===== config.mk =====
export PLATFORM = sky130hd
export DESIGN_NAME = dynamic_brake_sequencer_unit
export DESIGN_NICKNAME = d
export VERILOG_FILES = /design/src/hw/rtl/dbs_pkg.sv /design/src/hw/rtl/dynamic_brake_sequencer_unit.sv
export VERILOG_INCLUDE_DIRS = /design/src /design/src/hw/rtl
export SDC_FILE = /design/constraint.sdc
export NUM_CORES = 1
export LEC_CHECK = 0
export ABC_AREA = 1
export BUFFER_PORTS_ARGS = -buffer_cell sky130_fd_sc_hd__buf_4
export CAP_MARGIN = 20
export CORE_ASPECT_RATIO = 0.7
export CORE_MARGIN = 3
export CORE_UTILIZATION = 50
export DETAILED_ROUTE_END_ITERATION = 8
export GPL_TIMING_DRIVEN = 0
export PLACE_DENSITY = 0.92
export RECOVER_POWER = 25
export SLEW_MARGIN = 20
export SYNTH_ARGS = -nofsm -noshare
export SYNTH_HDL_FRONTEND = slang
export SYNTH_SLANG_ARGS = --single-unit

===== constraint.sdc =====
create_clock -name clk -period 1.9 [get_ports clk]
set_input_delay 0.095 -clock clk [delete_from_list [all_inputs] [get_ports clk]]
set_output_delay 0.095 -clock clk [all_outputs]
set_load 0.1 [all_outputs]

===== src/hw/rtl/dynamic_brake_sequencer_unit_assert.svh =====
// ----------------------------------------------------------------------------
// Dynamic brake sequencer assertion macros
// Shorthand for the concurrent checks of the sequencer, clocked on clk and
// disabled while rst_n is low.
// ----------------------------------------------------------------------------
`ifndef DYNAMIC_BRAKE_SEQUENCER_UNIT_ASSERT_SVH
`define DYNAMIC_BRAKE_SEQUENCER_UNIT_ASSERT_SVH

// The consequent must hold in the same cycle as the antecedent.
`define DBS_ASSERT_SAME(label, ante, cons) \
    label: assert property (@(posedge clk) disable iff (!rst_n) (ante) |-> (cons)) \
        else $error("dynamic brake sequencer check failed");

// The consequent must hold in the cycle after the antecedent.
`define DBS_ASSERT_NEXT(label, ante, cons) \
    label: assert property (@(posedge clk) disable iff (!rst_n) (ante) |=> (cons)) \
        else $error("dynamic brake sequencer check failed");

`endif


===== src/hw/rtl/dbs_pkg.sv =====
// ----------------------------------------------------------------------------
// Dynamic brake sequencer package
// Word types, step codes, stop modes and register addresses.
// ----------------------------------------------------------------------------
package dbs_pkg;

    localparam int unsigned SPEED_W = 16;
    localparam int unsigned ADDR_W  = 3;
    localparam int unsigned DATA_W  = 32;

    localparam logic [SPEED_W-1:0] RATED_SPEED_INIT  = 16'd3000;

    localparam logic REG_PUMP_CHECK = 1'b0;
    localparam logic REG_RATED      = 1'b1;

    localparam logic [1:0] MODE_FREE       = 2'd0;
    localparam logic [1:0] MODE_BRAKE_FREE = 2'd1;
    localparam logic [1:0] MODE_BRAKE_HOLD = 2'd2;

    typedef enum logic [2:0] {
        STEP_IDLE    = 3'd0,
        STEP_WAIT    = 3'd1,
        STEP_READY   = 3'd2,
        STEP_PUMP    = 3'd3,
        STEP_RUN     = 3'd4,
        STEP_STOPPING = 3'd5,
        STEP_HOLD    = 3'd6
    } step_t;

    typedef struct packed {
        logic [1:0]         stop_mode;
        logic               encoder_bad;
        logic               motor_stopped;
        logic               brake_release_request;
        logic               travel_release_request;
        logic [SPEED_W-1:0] motor_speed;
        logic               pump_done;
    } tick_word_t;

    typedef struct packed {
        logic       brake_on;
        logic       pump_request;
        logic       base_enable;
        logic       drive_request;
        logic       pump_warning;
        logic [2:0] sequence_step;
    } result_word_t;

endpackage


===== src/hw/rtl/dynamic_brake_sequencer_unit.sv =====
// Path: an accepted word goes through the input register, then the result register.
// Throughput: one word per cycle while results drain; the step register is updated
// as the word leaves the input register, so the next word sees the updated step.
// Reset: rst_n clears the step to 0, all flags, pump checking, and sets rated speed
// to 3000; the input and result stages come out of reset empty.
// ----------------------------------------------------------------------------
// Dynamic brake sequencer unit
// Servo drive dynamic brake, charge pump and base enable sequencer, one scan
// tick per word, with an APB-style register port.
// ----------------------------------------------------------------------------
`include "dynamic_brake_sequencer_unit_assert.svh"

module dynamic_brake_sequencer_unit (
    input  logic                       clk,
    input  logic                       rst_n,
    input  logic                       tick_valid,
    output logic                       tick_ready,
    input  dbs_pkg::tick_word_t        tick_word,
    output logic                       result_valid,
    input  logic                       result_ready,
    output dbs_pkg::result_word_t      result_word,
    input  logic                       psel,
    input  logic                       penable,
    input  logic                       pwrite,
    input  logic [dbs_pkg::ADDR_W-1:0] paddr,
    input  logic [dbs_pkg::DATA_W-1:0] pwdata,
    output logic [dbs_pkg::DATA_W-1:0] prdata,
    output logic                       pready
);
    import dbs_pkg::*;

    logic               pump_check_reg;
    logic [SPEED_W-1:0] rated_speed_reg;

    logic               in_valid_reg;
    tick_word_t         in_word_reg;
    logic               advance;

    step_t step_reg;
    step_t step_next;
    logic  brake_reg;
    logic  brake_next;
    logic  pump_reg;
    logic  pump_next;
    logic  enable_reg;
    logic  enable_next;
    logic  warning_reg;
    logic  warning_next;

    logic         out_valid_reg;
    result_word_t out_word_reg;

    logic [1:0] mode;
    logic       req;
    logic       fr_bad;
    logic       wr_en;

    assign pready = 1'b1;
    assign wr_en  = psel && penable && pwrite;

    always_ff @(posedge clk or negedge rst_n)
    begin
        if (!rst_n)
        begin
            pump_check_reg  <= 1'b0;
            rated_speed_reg <= RATED_SPEED_INIT;
        end
        else if (wr_en)
        begin
            unique case (paddr[2])
                REG_PUMP_CHECK: pump_check_reg  <= pwdata[0];
                REG_RATED:      rated_speed_reg <= pwdata[SPEED_W-1:0];
                default:        pump_check_reg  <= pump_check_reg;
            endcase
        end
    end

    always_comb
    begin
        unique case (paddr[2])
            REG_PUMP_CHECK: prdata = {{(DATA_W-1){1'b0}}, pump_check_reg};
            REG_RATED:      prdata = {{(DATA_W-SPEED_W){1'b0}}, rated_speed_reg};
            default:        prdata = '0;
        endcase
    end

    assign advance    = in_valid_reg && (!out_valid_reg || result_ready);
    assign tick_ready = !in_valid_reg || advance;

    always_ff @(posedge clk or negedge rst_n)
    begin
        if (!rst_n)
        begin
            in_valid_reg <= 1'b0;
        end
        else if (tick_ready)
        begin
            in_valid_reg <= tick_valid;
        end
    end

    always_ff @(posedge clk)
    begin
        if (tick_ready && tick_valid)
        begin
            in_word_reg <= tick_word;
        end
    end

    assign mode   = in_word_reg.stop_mode;
    assign req    = in_word_reg.brake_release_request && in_word_reg.travel_release_request;
    assign fr_bad = (mode == MODE_BRAKE_FREE) && in_word_reg.encoder_bad;

    always_comb
    begin
        step_next    = step_reg;
        brake_next   = brake_reg;
        pump_next    = pump_reg;
        enable_next  = enable_reg;
        warning_next = warning_reg;
        unique case (step_reg)
            STEP_IDLE:
            begin
                pump_next   = 1'b0;
                enable_next = 1'b0;
                if (mode == MODE_FREE)
                begin
                    brake_next = 1'b0;
                    step_next  = STEP_WAIT;
                end
                else if (mode == MODE_BRAKE_FREE)
                begin
                    brake_next = in_word_reg.encoder_bad;
                    step_next  = STEP_WAIT;
                end
                else
                begin
                    brake_next = 1'b1;
                    step_next  = STEP_HOLD;
                end
            end
            STEP_WAIT:
            begin
                if (fr_bad)
                begin
                    brake_next = 1'b1;
                    pump_next  = 1'b0;
                end
                else if (mode == MODE_FREE || in_word_reg.motor_stopped)
                begin
                    brake_next = 1'b0;
                    pump_next  = 1'b0;
                    step_next  = STEP_READY;
                end
            end
            STEP_READY:
            begin
                if (mode == MODE_BRAKE_HOLD)
                begin
                    brake_next = 1'b1;
                    step_next  = STEP_HOLD;
                end
                else if (req)
                begin
                    if (!pump_check_reg)
                    begin
                        pump_next = 1'b1;
                        step_next = STEP_PUMP;
                    end
                    else if (in_word_reg.motor_speed > rated_speed_reg)
                    begin
                        warning_next = 1'b1;
                    end
                    else
                    begin
                        warning_next = 1'b0;
                        pump_next    = 1'b1;
                        step_next    = STEP_PUMP;
                    end
                end
                else
                begin
                    warning_next = 1'b0;
                    if (fr_bad)
                    begin
                        step_next = STEP_WAIT;
                    end
                end
            end
            STEP_PUMP:
            begin
                if (!req)
                begin
                    pump_next = 1'b0;
                    step_next = STEP_IDLE;
                end
                else if (in_word_reg.pump_done)
                begin
                    pump_next   = 1'b0;
                    enable_next = 1'b1;
                    step_next   = STEP_RUN;
                end
            end
            STEP_RUN:
            begin
                if (!req)
                begin
                    enable_next = 1'b0;
                    if (mode == MODE_FREE)
                    begin
                        brake_next = 1'b0;
                        step_next  = STEP_READY;
                    end
                    else if (mode == MODE_BRAKE_FREE && !in_word_reg.encoder_bad
                             && in_word_reg.motor_stopped)
                    begin
                        brake_next = 1'b0;
                        step_next  = STEP_WAIT;
                    end
                    else
                    begin
                        step_next = STEP_STOPPING;
                    end
                end
            end
            STEP_STOPPING:
            begin
                if (mode == MODE_BRAKE_FREE)
                begin
                    if (in_word_reg.encoder_bad)
                    begin
                        brake_next = 1'b1;
                    end
                    else
                    begin
                        brake_next = !in_word_reg.motor_stopped;
                        step_next  = STEP_WAIT;
                    end
                end
                else if (mode == MODE_FREE)
                begin
                    brake_next = 1'b0;
                    step_next  = STEP_WAIT;
                end
                else
                begin
                    brake_next = 1'b1;
                    step_next  = STEP_HOLD;
                end
            end
            STEP_HOLD:
            begin
                if ((!in_word_reg.encoder_bad && in_word_reg.motor_stopped && req)
                    || mode == MODE_FREE || mode == MODE_BRAKE_FREE)
                begin
                    brake_next = 1'b0;
                    step_next  = STEP_READY;
                end
            end
            default:
            begin
                step_next = step_reg;
            end
        endcase
    end

    always_ff @(posedge clk or negedge rst_n)
    begin
        if (!rst_n)
        begin
            step_reg    <= STEP_IDLE;
            brake_reg   <= 1'b0;
            pump_reg    <= 1'b0;
            enable_reg  <= 1'b0;
            warning_reg <= 1'b0;
        end
        else if (advance)
        begin
            step_reg    <= step_next;
            brake_reg   <= brake_next;
            pump_reg    <= pump_next;
            enable_reg  <= enable_next;
            warning_reg <= warning_next;
        end
    end

    always_ff @(posedge clk or negedge rst_n)
    begin
        if (!rst_n)
        begin
            out_valid_reg <= 1'b0;
        end
        else if (advance)
        begin
            out_valid_reg <= 1'b1;
        end
        else if (result_ready)
        begin
            out_valid_reg <= 1'b0;
        end
    end

    always_ff @(posedge clk)
    begin
        if (advance)
        begin
            out_word_reg.brake_on      <= brake_next;
            out_word_reg.pump_request  <= pump_next;
            out_word_reg.base_enable   <= enable_next;
            out_word_reg.drive_request <= req;
            out_word_reg.pump_warning  <= warning_next;
            out_word_reg.sequence_step <= step_next;
        end
    end

    assign result_valid = out_valid_reg;
    assign result_word  = out_word_reg;

    `DBS_ASSERT_NEXT(a_advance_fills_result, advance, result_valid)
    `DBS_ASSERT_SAME(a_enable_only_running, enable_reg, step_reg == STEP_RUN)
    `DBS_ASSERT_SAME(a_pump_only_precharge, pump_reg, step_reg == STEP_PUMP)
    `DBS_ASSERT_SAME(a_stall_needs_word, !tick_ready, in_valid_reg && out_valid_reg)

endmodule


==> metrics <==
Final TNS setup -234.1 ps; startpoint types flip-flop; Critical Path Max Stage Delay 540 ps; switch share roughly 45%; Worst EP arrival 2190 ps; post-route cell area 0.004422 mm2; CP max-delay cell dfstp_2; Mapped Cells 348; vias in the first global route roughly 2900; unrepaired setup endpoints after global routing true; HP Class in2reg; post-synthesis cell type count 33; wire per inst 15.69 um; Max FO, Critical Path 3; TritonCTS Buffers 9; FP Rows 23; DIE WIDTH 99.38 um; Ports 108; Worst Path Required approximately 2100 ps; P per Cell Area 1210 mW/mm2; synthesis-to-layout area growth 44.90%; worst clock skew around 9 ps; Largest register FFs 21; largest net degree at the start of global routing 27; Syn Area/Cell 8.769 um2; combinational power share a little under half; synthesized flop and latch total 57; hpwl dp 5.548 mm; initial antenna violation count 0; Routed Antenna Nets 0; Die Span Y 71.36 um; core area 0.005813 mm2; dominant cells by area after synthesis edfxtp_1 31%, dfrtp_1 16%, nand2_1 10%, inv_1 6.8%, ha_1 6.6%; H-tree Lvls 3; Sequential Power Share approximately a third; status finished, violations left; number of warning messages in the yosys log 0; Initial Util 52.50%; Clock Power Share 21.6%; top cell type's share of synthesized area 30.50%; leakage around 0.0022 uW; DIE AREA 0.007091 mm2; Final setup violation count 5; fmax 507.3 MHz; TritonRoute pass-1 iters 5; setup ws final -71.11 ps; most used cell, CP nand2_1; CP Cell Sequence inv_2 > ha_4 > nand2_1 > nor2_1 > nand2_1 > inv_2 > nand2_2 > nand2_2 > nand2_2 > nand2_2 > nand2_1 > nand2_1 > nand2_2 > nand2_1 > nand2_1; register area share after synthesis 52.11%; CP Capture Type flip-flop; period utilisation layout 103.7%; layout cells sized above 1 33.61%; Synth area leader edfxtp_1; final wirelength between 8 and 9 mm; clock insertion delay at the later pin of the skew report 340 ps; Power Total 5351 uW; max-slew violations 0; vias 2893; final hold vios 0; Placed Area 0.003757 mm2; Internal Power 2953 uW; minimum clock period between 1500 and 2000 ps; # DRC 0; antenna cells 0; Slew @ Worst Pin 566.3 ps; GP Congestion 0.9432; vias per cell 5.166; clk buf depth 2; CTS root buf clkbuf_8; Clk pin slew, worst setup/hold paths 70 ps; CTS tree done; drt first-iter violations 346; failing checks setup timing; maximum VDD drop 732.8 uV; GRT Total Usage 25.01%; Switch Pwr 2399 uW; global-route wire length before repair 13.61 mm; # port buffers 71; Slew HR between 60 and 70%; synthesized area 0.003052 mm2; clk sinks between 50 and 60; Max Cap Viol 0; fin nets around 560; critical path class reg2reg; global route overflow 0
## metal layers
metal,vias up,global-route usage (%),routed length [um]
met4,0,10.91,216
met1,1330,28.25,3358
met2,182,43.75,4394
met3,32,8.074,816
met5,-,0,0
li1,1349,-,-
## layout make-up
class                           instances  area [um2]
Buffer                                 23       160.2
Clock buffer                           13       158.9
Clock inverter                          3       38.79
Fill cell                             387        1391
Inverter                               58       221.5
Multi-Input combinational cell        225        1286
Sequential cell                        57        1594
Tap cell                               75       93.84
Timing Repair Buffer                  106       868.3
## critical path, delay by kind of cell, from the launching register on
kind / cells / cell delay (ps)
AND/OR/NAND/NOR: 12 / 890
flip-flops: 1 / 540
adder cells (fa/ha/maj): 1 / 290
buffers and inverters: 2 / 130
## placed cells by master, fill, tap and decap left out, drive strengths merged, types with 13 or more instances in the layout
| cell type | instances |
|---|---|
| dfrtp | 19 |
| a21oi | 22 |
| nor2 | 35 |
| dlygate4sd3 | 29 |
| o21ai | 13 |
| nand3 | 17 |
| buf | 88 |
| inv | 56 |
| nand2 | 87 |
| edfxtp | 31 |
| clkbuf | 25 |
| conb | 17 |
| ha | 16 |
## cell families (layout without fill, tap and decap cells)
kind of cell	after synthesis	count (layout)	synth area share, %
other	2	17	0.2461
buffers and inverters	81	203	12.38
AOI/OAI and AO/OA	44	44	8.323
adders and majority gates	16	16	6.560
DFF	57	57	52.11
and+or+nand+nor	148	148	20.38
## Yosys cell counts (all sizes together)
| cell | number |
|---|---|
| ha | 16 |
| a21boi | 1 |
| buf | 18 |
| inv | 57 |
| nand4 | 1 |
| edfxtp | 31 |
| nand2 | 87 |
| clkinv | 1 |
| dfrtp | 19 |
| conb | 2 |
| o21ai | 13 |
| dfstp | 7 |
| nand3b | 1 |
| nor2 | 35 |
| nor3 | 5 |
| clkbuf | 5 |
| a21oi | 22 |
| o2111ai | 1 |
| nor4 | 1 |
| a31oi | 2 |
| o31ai | 1 |
| a21o | 2 |
| nand3 | 17 |
| and3 | 1 |
| a211oi | 2 |
## power by group through the flow
stage	logic [uW]	clock network [uW]	registers, uW
after floorplan	1300	0	2130
after global placement	2140	0	1740
after detailed placement	2160	0	1750
after CTS	2290	1160	1740
after global routing	2590	1230	1770
final	2440	1160	1750
## repair_timing
item	in CTS	in global routing
hold buffers	29	0
gates resized for setup	15	18
endpoints found under the hold margin	54	0
buffers inserted	3	3
pin swaps	12	16
setup endpoints to repair	6	8
cloned	0	0
## path summary, 6_finish.rpt
kind                                startpoint                 end  slack (ps)  cells past startpoint
min                                  pwdata[8]  rated_speed_reg[8]           8                      3
max reg2reg                rated_speed_reg[11]         step_reg[1]         -70                     15
max                        rated_speed_reg[11]         step_reg[1]         -70                     15
max in group asynchronous                rst_n  rated_speed_reg[5]        1350                      2
min reg2reg                 rated_speed_reg[8]  rated_speed_reg[8]         480                      2
min in group asynchronous                rst_n  rated_speed_reg[6]         240                      2
## stage by stage
step	hold WS [ps]	setup slack (ps)	util, %	instances
2_1_floorplan	-200.6	33.91	-	363
3_3_place_gp	25.43	-53.05	64.64	509
3_5_place_dp	30.07	-84.84	64.64	509
4_1_cts	4.388	0.5544	74.77	557
5_1_grt	4.037	-183.4	76.07	560
6_report	8.324	-71.11	76.07	560
Note: power is estimated with default switching activity, not from simulation.
